--- src/rtl/bpf28_pkg.sv ---
// ----------------------------------------------------------------------------
// bpf28_pkg
// Widths, tap count and the fixed symmetric bandpass coefficients used by
// the 28-tap Q15 FIR core.
// ----------------------------------------------------------------------------
package bpf28_pkg;

	localparam int TAPS     = 28;
	localparam int HALF     = TAPS / 2;
	localparam int SMP_W    = 16;
	localparam int COEF_W   = 14;
	localparam int PRE_W    = SMP_W + 1;
	localparam int PROD_W   = PRE_W + COEF_W;
	localparam int ACC_W    = 32;
	localparam int FRAC_W   = 15;
	localparam int GRP_SIZE = 4;
	localparam int NGRP     = (HALF + GRP_SIZE - 1) / GRP_SIZE;

	typedef logic signed [SMP_W-1:0]  sample_t;
	typedef logic signed [COEF_W-1:0] coef_t;
	typedef logic signed [PRE_W-1:0]  pre_t;
	typedef logic signed [PROD_W-1:0] prod_t;
	typedef logic signed [ACC_W-1:0]  acc_t;

	// First half of the taps; the second half mirrors it.
	localparam coef_t COEF [HALF] = '{
		-14'sd29,   14'sd20,   14'sd90,    14'sd155,  14'sd119,
		-14'sd122,  -14'sd565, -14'sd999,  -14'sd1035, -14'sd284,
		14'sd1387,  14'sd3677, 14'sd5906,  14'sd7284
	};

	localparam sample_t SAT_MAX = sample_t'(16'sh7fff);
	localparam sample_t SAT_MIN = sample_t'(16'sh8000);

endpackage

--- src/rtl/bandpass_fir_28tap_q15_core.sv ---
// ----------------------------------------------------------------------------
// bandpass_fir_28tap_q15_core
// Fixed 28-tap symmetric bandpass FIR on Q15 samples with exact accumulation,
// arithmetic shift by 15 and saturation to 16 bits.
// ----------------------------------------------------------------------------
// Usage:
//   Input words arrive on the s_axis group: tdata carries one Q15 sample,
//   tuser carries the frame start flag. A word with frame start set clears
//   the sample history before its own sample is used.
//   Each input word gives exactly one output word on the m_axis group,
//   carrying the filtered Q15 sample.
//   Throughput is one word per clock while m_axis_tready is high. A
//   word's result reaches m_axis through an input register, a stage
//   of pre-adds and constant multiplies (the taps are folded in pairs), a
//   stage of partial sums, and the output register with shift and saturation.
//   When the receiver stalls, the pipeline stages fill up and s_axis_tready
//   drops only when all four stages hold a word; the output word is held.
//   Reset clears all valid flags and the sample history to zero.
// ----------------------------------------------------------------------------
module bandpass_fir_28tap_q15_core #(
	parameter int TAPS = bpf28_pkg::TAPS
) (
	input  logic        clk,
	input  logic        arst_n,
	input  logic        s_axis_tvalid,
	output logic        s_axis_tready,
	input  logic [15:0] s_axis_tdata,   // [15:0] sample
	input  logic [0:0]  s_axis_tuser,   // [0] frame_start
	output logic        m_axis_tvalid,
	input  logic        m_axis_tready,
	output logic [15:0] m_axis_tdata    // [15:0] filtered_sample
);

	localparam int HALF = TAPS / 2;
	localparam int HIST = TAPS - 1;
	localparam int NGRP = (HALF + bpf28_pkg::GRP_SIZE - 1) / bpf28_pkg::GRP_SIZE;

	// Pipeline handshake: a stage may load when it is empty or drains.
	logic ld1, ld2, ld3, ldo;
	logic v1_s1, v2_s2, v3_s3, vo_q;

	assign ldo = !vo_q || m_axis_tready;
	assign ld3 = !v3_s3 || ldo;
	assign ld2 = !v2_s2 || ld3;
	assign ld1 = !v1_s1 || ld2;
	assign s_axis_tready = ld1;

	always_ff @(posedge clk or negedge arst_n) begin
		if (!arst_n) begin
			v1_s1 <= 1'b0;
			v2_s2 <= 1'b0;
			v3_s3 <= 1'b0;
			vo_q  <= 1'b0;
		end else begin
			if (ld1) v1_s1 <= s_axis_tvalid;
			if (ld2) v2_s2 <= v1_s1;
			if (ld3) v3_s3 <= v2_s2;
			if (ldo) vo_q  <= v3_s3;
		end
	end

	// Input register.
	bpf28_pkg::sample_t sample_s1;
	logic               frame_s1;

	always_ff @(posedge clk) begin
		if (ld1 && s_axis_tvalid) begin
			sample_s1 <= bpf28_pkg::sample_t'(s_axis_tdata);
			frame_s1  <= s_axis_tuser[0];
		end
	end

	// Sample history, x[n-1] in entry 0.
	bpf28_pkg::sample_t hist_q [HIST];
	logic               adv1;

	assign adv1 = v1_s1 && ld2;

	always_ff @(posedge clk or negedge arst_n) begin
		if (!arst_n) begin
			for (int k = 0; k < HIST; k++) hist_q[k] <= '0;
		end else if (adv1) begin
			hist_q[0] <= sample_s1;
			for (int k = 1; k < HIST; k++) begin
				hist_q[k] <= frame_s1 ? '0 : hist_q[k-1];
			end
		end
	end

	// Tap window with the frame clear applied, then folded pre-adds.
	bpf28_pkg::sample_t win [TAPS];
	bpf28_pkg::pre_t    pre [HALF];
	bpf28_pkg::prod_t   prod_s2 [HALF];

	always_comb begin
		win[0] = sample_s1;
		for (int k = 1; k < TAPS; k++) begin
			win[k] = frame_s1 ? '0 : hist_q[k-1];
		end
		for (int i = 0; i < HALF; i++) begin
			pre[i] = {win[i][bpf28_pkg::SMP_W-1], win[i]}
			       + {win[TAPS-1-i][bpf28_pkg::SMP_W-1], win[TAPS-1-i]};
		end
	end

	always_ff @(posedge clk) begin
		if (adv1) begin
			for (int i = 0; i < HALF; i++) begin
				prod_s2[i] <= pre[i] * bpf28_pkg::COEF[i];
			end
		end
	end

	// Partial sums over small groups of products.
	bpf28_pkg::acc_t psum [NGRP];
	bpf28_pkg::acc_t psum_s3 [NGRP];

	always_comb begin
		for (int g = 0; g < NGRP; g++) psum[g] = '0;
		for (int i = 0; i < HALF; i++) begin
			psum[i / bpf28_pkg::GRP_SIZE] = psum[i / bpf28_pkg::GRP_SIZE]
			                              + bpf28_pkg::acc_t'(prod_s2[i]);
		end
	end

	always_ff @(posedge clk) begin
		if (v2_s2 && ld3) begin
			for (int g = 0; g < NGRP; g++) psum_s3[g] <= psum[g];
		end
	end

	// Final sum, floor shift by 15 and saturation.
	bpf28_pkg::acc_t    acc;
	bpf28_pkg::acc_t    shifted;
	bpf28_pkg::sample_t sat;
	bpf28_pkg::sample_t out_q;

	always_comb begin
		acc = '0;
		for (int g = 0; g < NGRP; g++) acc = acc + psum_s3[g];
		shifted = acc >>> bpf28_pkg::FRAC_W;
		if (shifted > bpf28_pkg::acc_t'(bpf28_pkg::SAT_MAX)) begin
			sat = bpf28_pkg::SAT_MAX;
		end else if (shifted < bpf28_pkg::acc_t'(bpf28_pkg::SAT_MIN)) begin
			sat = bpf28_pkg::SAT_MIN;
		end else begin
			sat = shifted[bpf28_pkg::SMP_W-1:0];
		end
	end

	always_ff @(posedge clk) begin
		if (v3_s3 && ldo) out_q <= sat;
	end

	assign m_axis_tvalid = vo_q;
	assign m_axis_tdata  = out_q;

	// An empty output register never blocks the input.
	a_ready_when_out_empty: assert property (@(posedge clk) disable iff (!arst_n)
		!vo_q |-> s_axis_tready)
		else $error("input stalled with empty output register");

	// A frame start leaves only the new sample in the history.
	a_frame_clears_history: assert property (@(posedge clk) disable iff (!arst_n)
		(adv1 && frame_s1) |=> (hist_q[1] == '0 && hist_q[HIST-1] == '0))
		else $error("history not cleared on frame start");

	// A word leaving the last stage lands in the output register.
	a_stage3_to_out: assert property (@(posedge clk) disable iff (!arst_n)
		(v3_s3 && ldo) |=> vo_q)
		else $error("word lost between stage 3 and output");

endmodule
--- config.mk ---
export PLATFORM = sky130hd
export DESIGN_NAME = bandpass_fir_28tap_q15_core
export DESIGN_NICKNAME = d
export VERILOG_FILES = /design/src/rtl/bpf28_pkg.sv /design/src/rtl/bandpass_fir_28tap_q15_core.sv
export SDC_FILE = /design/constraint.sdc
export NUM_CORES = 2
export LEC_CHECK = 0
export BUFFER_PORTS_ARGS = -buffer_cell sky130_fd_sc_hd__buf_2
export CAP_MARGIN = 20
export CORE_MARGIN = 1.5
export CORE_UTILIZATION = 40
export CTS_CLUSTER_DIAMETER = 200
export DETAILED_ROUTE_END_ITERATION = 12
export GPL_ROUTABILITY_DRIVEN = 0
export HOLD_SLACK_MARGIN = 0.12
export PLACE_DENSITY_LB_ADDON = 0.05
export SLEW_MARGIN = 20
export SYNTH_ARGS = -nofsm -noshare
export SYNTH_HDL_FRONTEND = slang
export SYNTH_SLANG_ARGS = --single-unit
--- constraint.sdc ---
create_clock -name clk -period 21.4 [get_ports clk]
set_input_delay 0 -clock clk [delete_from_list [all_inputs] [get_ports clk]]
set_output_delay 0 -clock clk [all_outputs]
set_load 0.02 [all_outputs]
=== After elaboration in Yosys (flattened, before gate mapping) ===
Memories as Yosys holds them, arrays and structs flattened.
Cells that the tools add are included.

* RAM bits: 562
* Register bits: 469
* Word-level logic and storage cells: 123
* Memories kept: 2
* Output and inout port bits: 18
* Input bits: 21

* Multiplexer cells: 32
* Reductions and logical operators: 12
* Magnitude comparators: 2
* $mul: 14
* Add/subtract/negate cells: 27

{| class="wikitable"
|+ Memory list
! memory !! depth !! width !! rd ports !! clocked after Yosys merged registers in !! write ports !! line !! text
|-
| prod_s2 || 14 || 31 || 14 || 0 || 14 || bandpass_fir_28tap_q15_core.sv:93 || <nowiki>bpf28_pkg::prod_t prod_s2 [HALF];</nowiki>
|-
| psum_s3 || 4 || 32 || 4 || 0 || 4 || bandpass_fir_28tap_q15_core.sv:116 || <nowiki>bpf28_pkg::acc_t psum_s3 [NGRP];</nowiki>
|}

{| class="wikitable"
|+ Operators by type and width
! operator !! count
|-
| 16-bit two-way mux || 28
|-
| 16-bit by 16-bit adder with 17-bit output || 14
|-
| 32-bit by 31-bit adder with 32-bit output || 6
|-
| 31-bit by 31-bit adder with 32-bit output || 4
|-
| 32-bit adder || 3
|-
| 17-bit by 12-bit multiplier with 29-bit output (second input constant) || 3
|-
| 17-bit by 13-bit multiplier with 30-bit output (second input constant) || 2
|-
| 17-bit by 11-bit multiplier with 28-bit output (second input constant) || 2
|-
| 17-bit by 8-bit multiplier with 25-bit output (second input constant) || 2
|-
| 17-bit by 7-bit multiplier with 24-bit output (second input constant) || 2
|-
| 17-bit by 9-bit multiplier with 26-bit output (second input constant) || 1
|-
| 17-bit by 6-bit multiplier with 23-bit output (second input constant) || 1
|-
| 17-bit by 4-bit multiplier with 21-bit output (second input constant) || 1
|-
| 17-bit by 16-bit greater-than comparator with 1-bit output (second input constant) || 1
|-
| 17-bit by 16-bit less-than comparator with 1-bit output (second input constant) || 1
|-
| 1-bit logical AND || 4
|-
| 1-bit zero test || 4
|-
| 1-bit logical OR || 4
|-
| 1-bit two-way mux || 4
|}

=== Depth between registers and ports, before layout ===
* Word-level depth: 7
* Mapped depth: 35
* Mapped depth without buffers: 32

=== Least setup slack after synthesis ===
No wires, ideal clock.

* Kind: reg-to-reg
* From: register vo_q, in the netlist m_axis_tvalid
* To: memory prod_s2[0][0] (netlist bit), enable pin
* Arrival: 11.828 ns
* Slack: 8.694 ns
* Clock period less this slack: 12.706 ns
* Library setup time: 0.879 ns
* Buffers on the path: 3
* Stages on the path, launching flop included: 8
* Required time: 20.521 ns
* Path through: dfrtp_1 -> nor2b_1 -> nand3_1 -> nand2_1 -> inv_2 -> clkbuf_1 -> clkbuf_1 -> buf_1

{| class="wikitable"
|+ RTL lines
! item !! line !! text
|-
| start: declaration || bandpass_fir_28tap_q15_core.sv:40 || <nowiki>logic v1_s1, v2_s2, v3_s3, vo_q;</nowiki>
|-
| start signal: assignment || bandpass_fir_28tap_q15_core.sv:58 || <nowiki>if (ldo) vo_q <= v3_s3;</nowiki>
|-
| end: declaration || bandpass_fir_28tap_q15_core.sv:93 ||
|}

==> metrics.csv <==
metric;value;unit
worst path arrival time;9990;ps
worst-path maximum fanout;116;
Setup CP Type;flop to flop;
Post-Synthesis Cells;9222;
Final Slew Violations;0;
I/O Buffers;38;
first-pass GRT wire length;409;mm
slowest cell on the critical path;buf_4;
Longest Clk Path Bufs;3;
CP Launch Type;flop;
Post-Syn Nets;11700;
CTS hold repair buffers;42;
Post-Synth Simple-Gate Area;0.0886;
most used cell, CP;inv_1;
most used flip-flop cell after synthesis;edfxtp_1;
core footprint;246000;µm²
clock sink total;967;
setup violators final;0;
Pre-antenna DRT Iters;5;
syn avg cell area;10.7;µm²
Compound-Gate Fraction of Synth Area;0.0868;
Synth Area in XOR/XNOR;0.0565;
largest net degree at the start of global routing;175;
Post-synth EDFFs;531;
max_slew headroom;0.182;
DR WL/cell;20.7;µm
CTS buffer count;120;
Routed WL;263;mm
I/O pins;39;
Synth Cell Area;99000;µm²
CP peak stage delay;720;ps
hpwl dp;218;mm
Inst Count DP;12400;
# resized after CTS;0;
vias;64200;
cell area after layout;108000;µm²
Tmin final;9490;ps
Synthesis Warnings;0;
Die Y;500;µm
area share of the leading cell type in the synthesized netlist;0.194;
DRT iter0 DRCs;3395;
max capacitance violation total;0;
Util after Layout;0.439;
vias in the first global route;67500;
grt ovf;0;
area occupied by registers;26900;µm²
unrepaired setup endpoints after global routing;no;
setup TNS;0;ps
leading post-synthesis cells by cell area;fa_1, ha_1, edfxtp_1, dfrtp_1, inv_1;
R2R setup slack;11910;ps
outcome;finished clean;
Post-Synth Adder-Cell Area;0.380;
setup ws final;11910;ps
fill count;23400;
postcts setup bufs;0;
CTS tree;done;
maximum vdd ir drop;200;µV
Hold Fails Final Rpt;0;
Area growth syn-to-layout;9.01;%
DIE WIDTH;500;µm
fmax;0.105;GHz
synthesis-stage register bit count;967;
Placed Area;103000;µm²
Final Non-Filler Cells;12700;
Initial Util;0.402;
Synth cell types;97;
Async SR Flop Fraction;0.451;
PD cells;116;nW/µm²
die area;250000;µm²
fin crit share;0.444;
Worst Hold Class;primary input to flop;
CP required;21890;ps
post-synthesis sequential area ratio;0.271;
Leak;54.4;nW
pre-CTS worst setup slack;11940;ps
vias per cell;5.06;
Pwr Total;12.6;mW
multiplexer share of the synthesized area;0.0484;
row cnt;182;
CP endpoint kind;flop;
Worst Hold Slack;435;ps
Worst Tran Pin Value;1220;ps
initial antenna violation count;16;
clk_lat worst skew;800;ps
Root Buffer;clkbuf_16;
area of the multi-input gates;65400;µm²
Nets;11800;
gr usage total;0.213;
Synth area leader;fa_1;
Max H-tree Level;3;
largest family of logic cells by synthesized area;adder cells;
fraction of layout cells with a size suffix above 1;0.0840;
Residual DRC;0;
clock slew at reported path FFs;60;ps
post-route ant nets;0;
skew final;63.4;ps
-- synthesized netlist by cell type (76+ instances only) --
cell type	n
o21a_1	80
fa_1	960
nor2_1	326
nand3_1	124
edfxtp_1	531
ha_1	1470
clkbuf_1	101
xnor2_1	480
xor2_1	156
inv_1	1675
nand2_1	281
o21ai_0	190
nor2b_1	490
a21o_1	178
nor3_1	121
dfrtp_1	436
o21bai_1	76
nand2b_1	92
a21oi_1	371
mux2_2	416
-- sequential cells by signal, indices dropped and copies added (netlist names) --
name and flops:
sample_s1 16, v3_s3 1, hist_q 432, m_axis_tvalid 1, v2_s2 1, v1_s1 1, prod_s2 371, m_axis_tdata 16
psum_s3 127, frame_s1 1
-- cells by family after synthesis --
logic type,count (synthesis)
other cells,1
flops,967
xor+xnor,637
fa+ha+maj,2430
mux,427
simple gates,1680
buf+inv,1798
compound gates,1282
-- critical path: cells and delay by family (launching register included) --
| family | cells | cell delay (ps) |
|---|---|---|
| buffers and inverters | 7 | 1530 |
| adders and majority gates | 6 | 2650 |
| AOI/OAI and AO/OA | 15 | 3450 |
| xor gates and xnor gates | 2 | 730 |
| DFF | 1 | 400 |
| and+or+nand+nor | 1 | 260 |
-- report_power, final --
group          internal [mW]  leakage (nW)  total, mW  switching (mW)
clock network           1.30          2.05       2.20           0.896
logic                   2.72          41.1       7.36            4.64
registers               2.72          11.3       3.02           0.297
total                   6.74          54.4       12.6            5.83
-- final timing paths --
path / start / to / depth (start not counted)
setup reg to reg: frame_s1$_DFFE_PP_ / prod_s2[8][27]$_DFFE_PP_ / 31
min in group asynchronous: arst_n / hist_q[378]$_DFFE_PN0P_ / 4
max in group asynchronous: arst_n / hist_q[141]$_DFFE_PN0P_ / 5
setup / recovery: frame_s1$_DFFE_PP_ / prod_s2[8][27]$_DFFE_PP_ / 31
hold / removal: s_axis_tvalid / sample_s1[0]$_DFFE_PP_ / 4
hold reg to reg: hist_q[431]$_DFFE_PN0P_ / hist_q[431]$_DFFE_PN0P_ / 2
-- placed cells by master (no fill, tap or decap), types with 280 or more instances in the layout --
| cell type | count |
|---|---|
| nand2_1 | 280 |
| edfxtp_1 | 531 |
| dfrtp_1 | 436 |
| xnor2_1 | 479 |
| nor2_1 | 326 |
| fa_1 | 960 |
| nor2b_1 | 490 |
| ha_1 | 1470 |
| inv_1 | 1675 |
| mux2_2 | 416 |
| a21oi_1 | 371 |
-- cell type report --
type,instances,area share
repair buffers,131,0.00993
inverters,1676,0.0584
diodes,7,0.000162
well taps,3220,0.0373
flip-flops and latches,967,0.249
clock inverters,59,0.00727
multi-input cells,6457,0.606
clock buffers,170,0.0321
-- layer usage --
layer,track usage,part of all wire,wire (µm)
met1,0.294,0.47,124000
met2,0.364,0.48,128000
met3,0.0194,0.026,6910
met4,0.0392,0.019,4950
met5,0,0.00011,28
No activity file was read; power rests on OpenSTA's default activity.
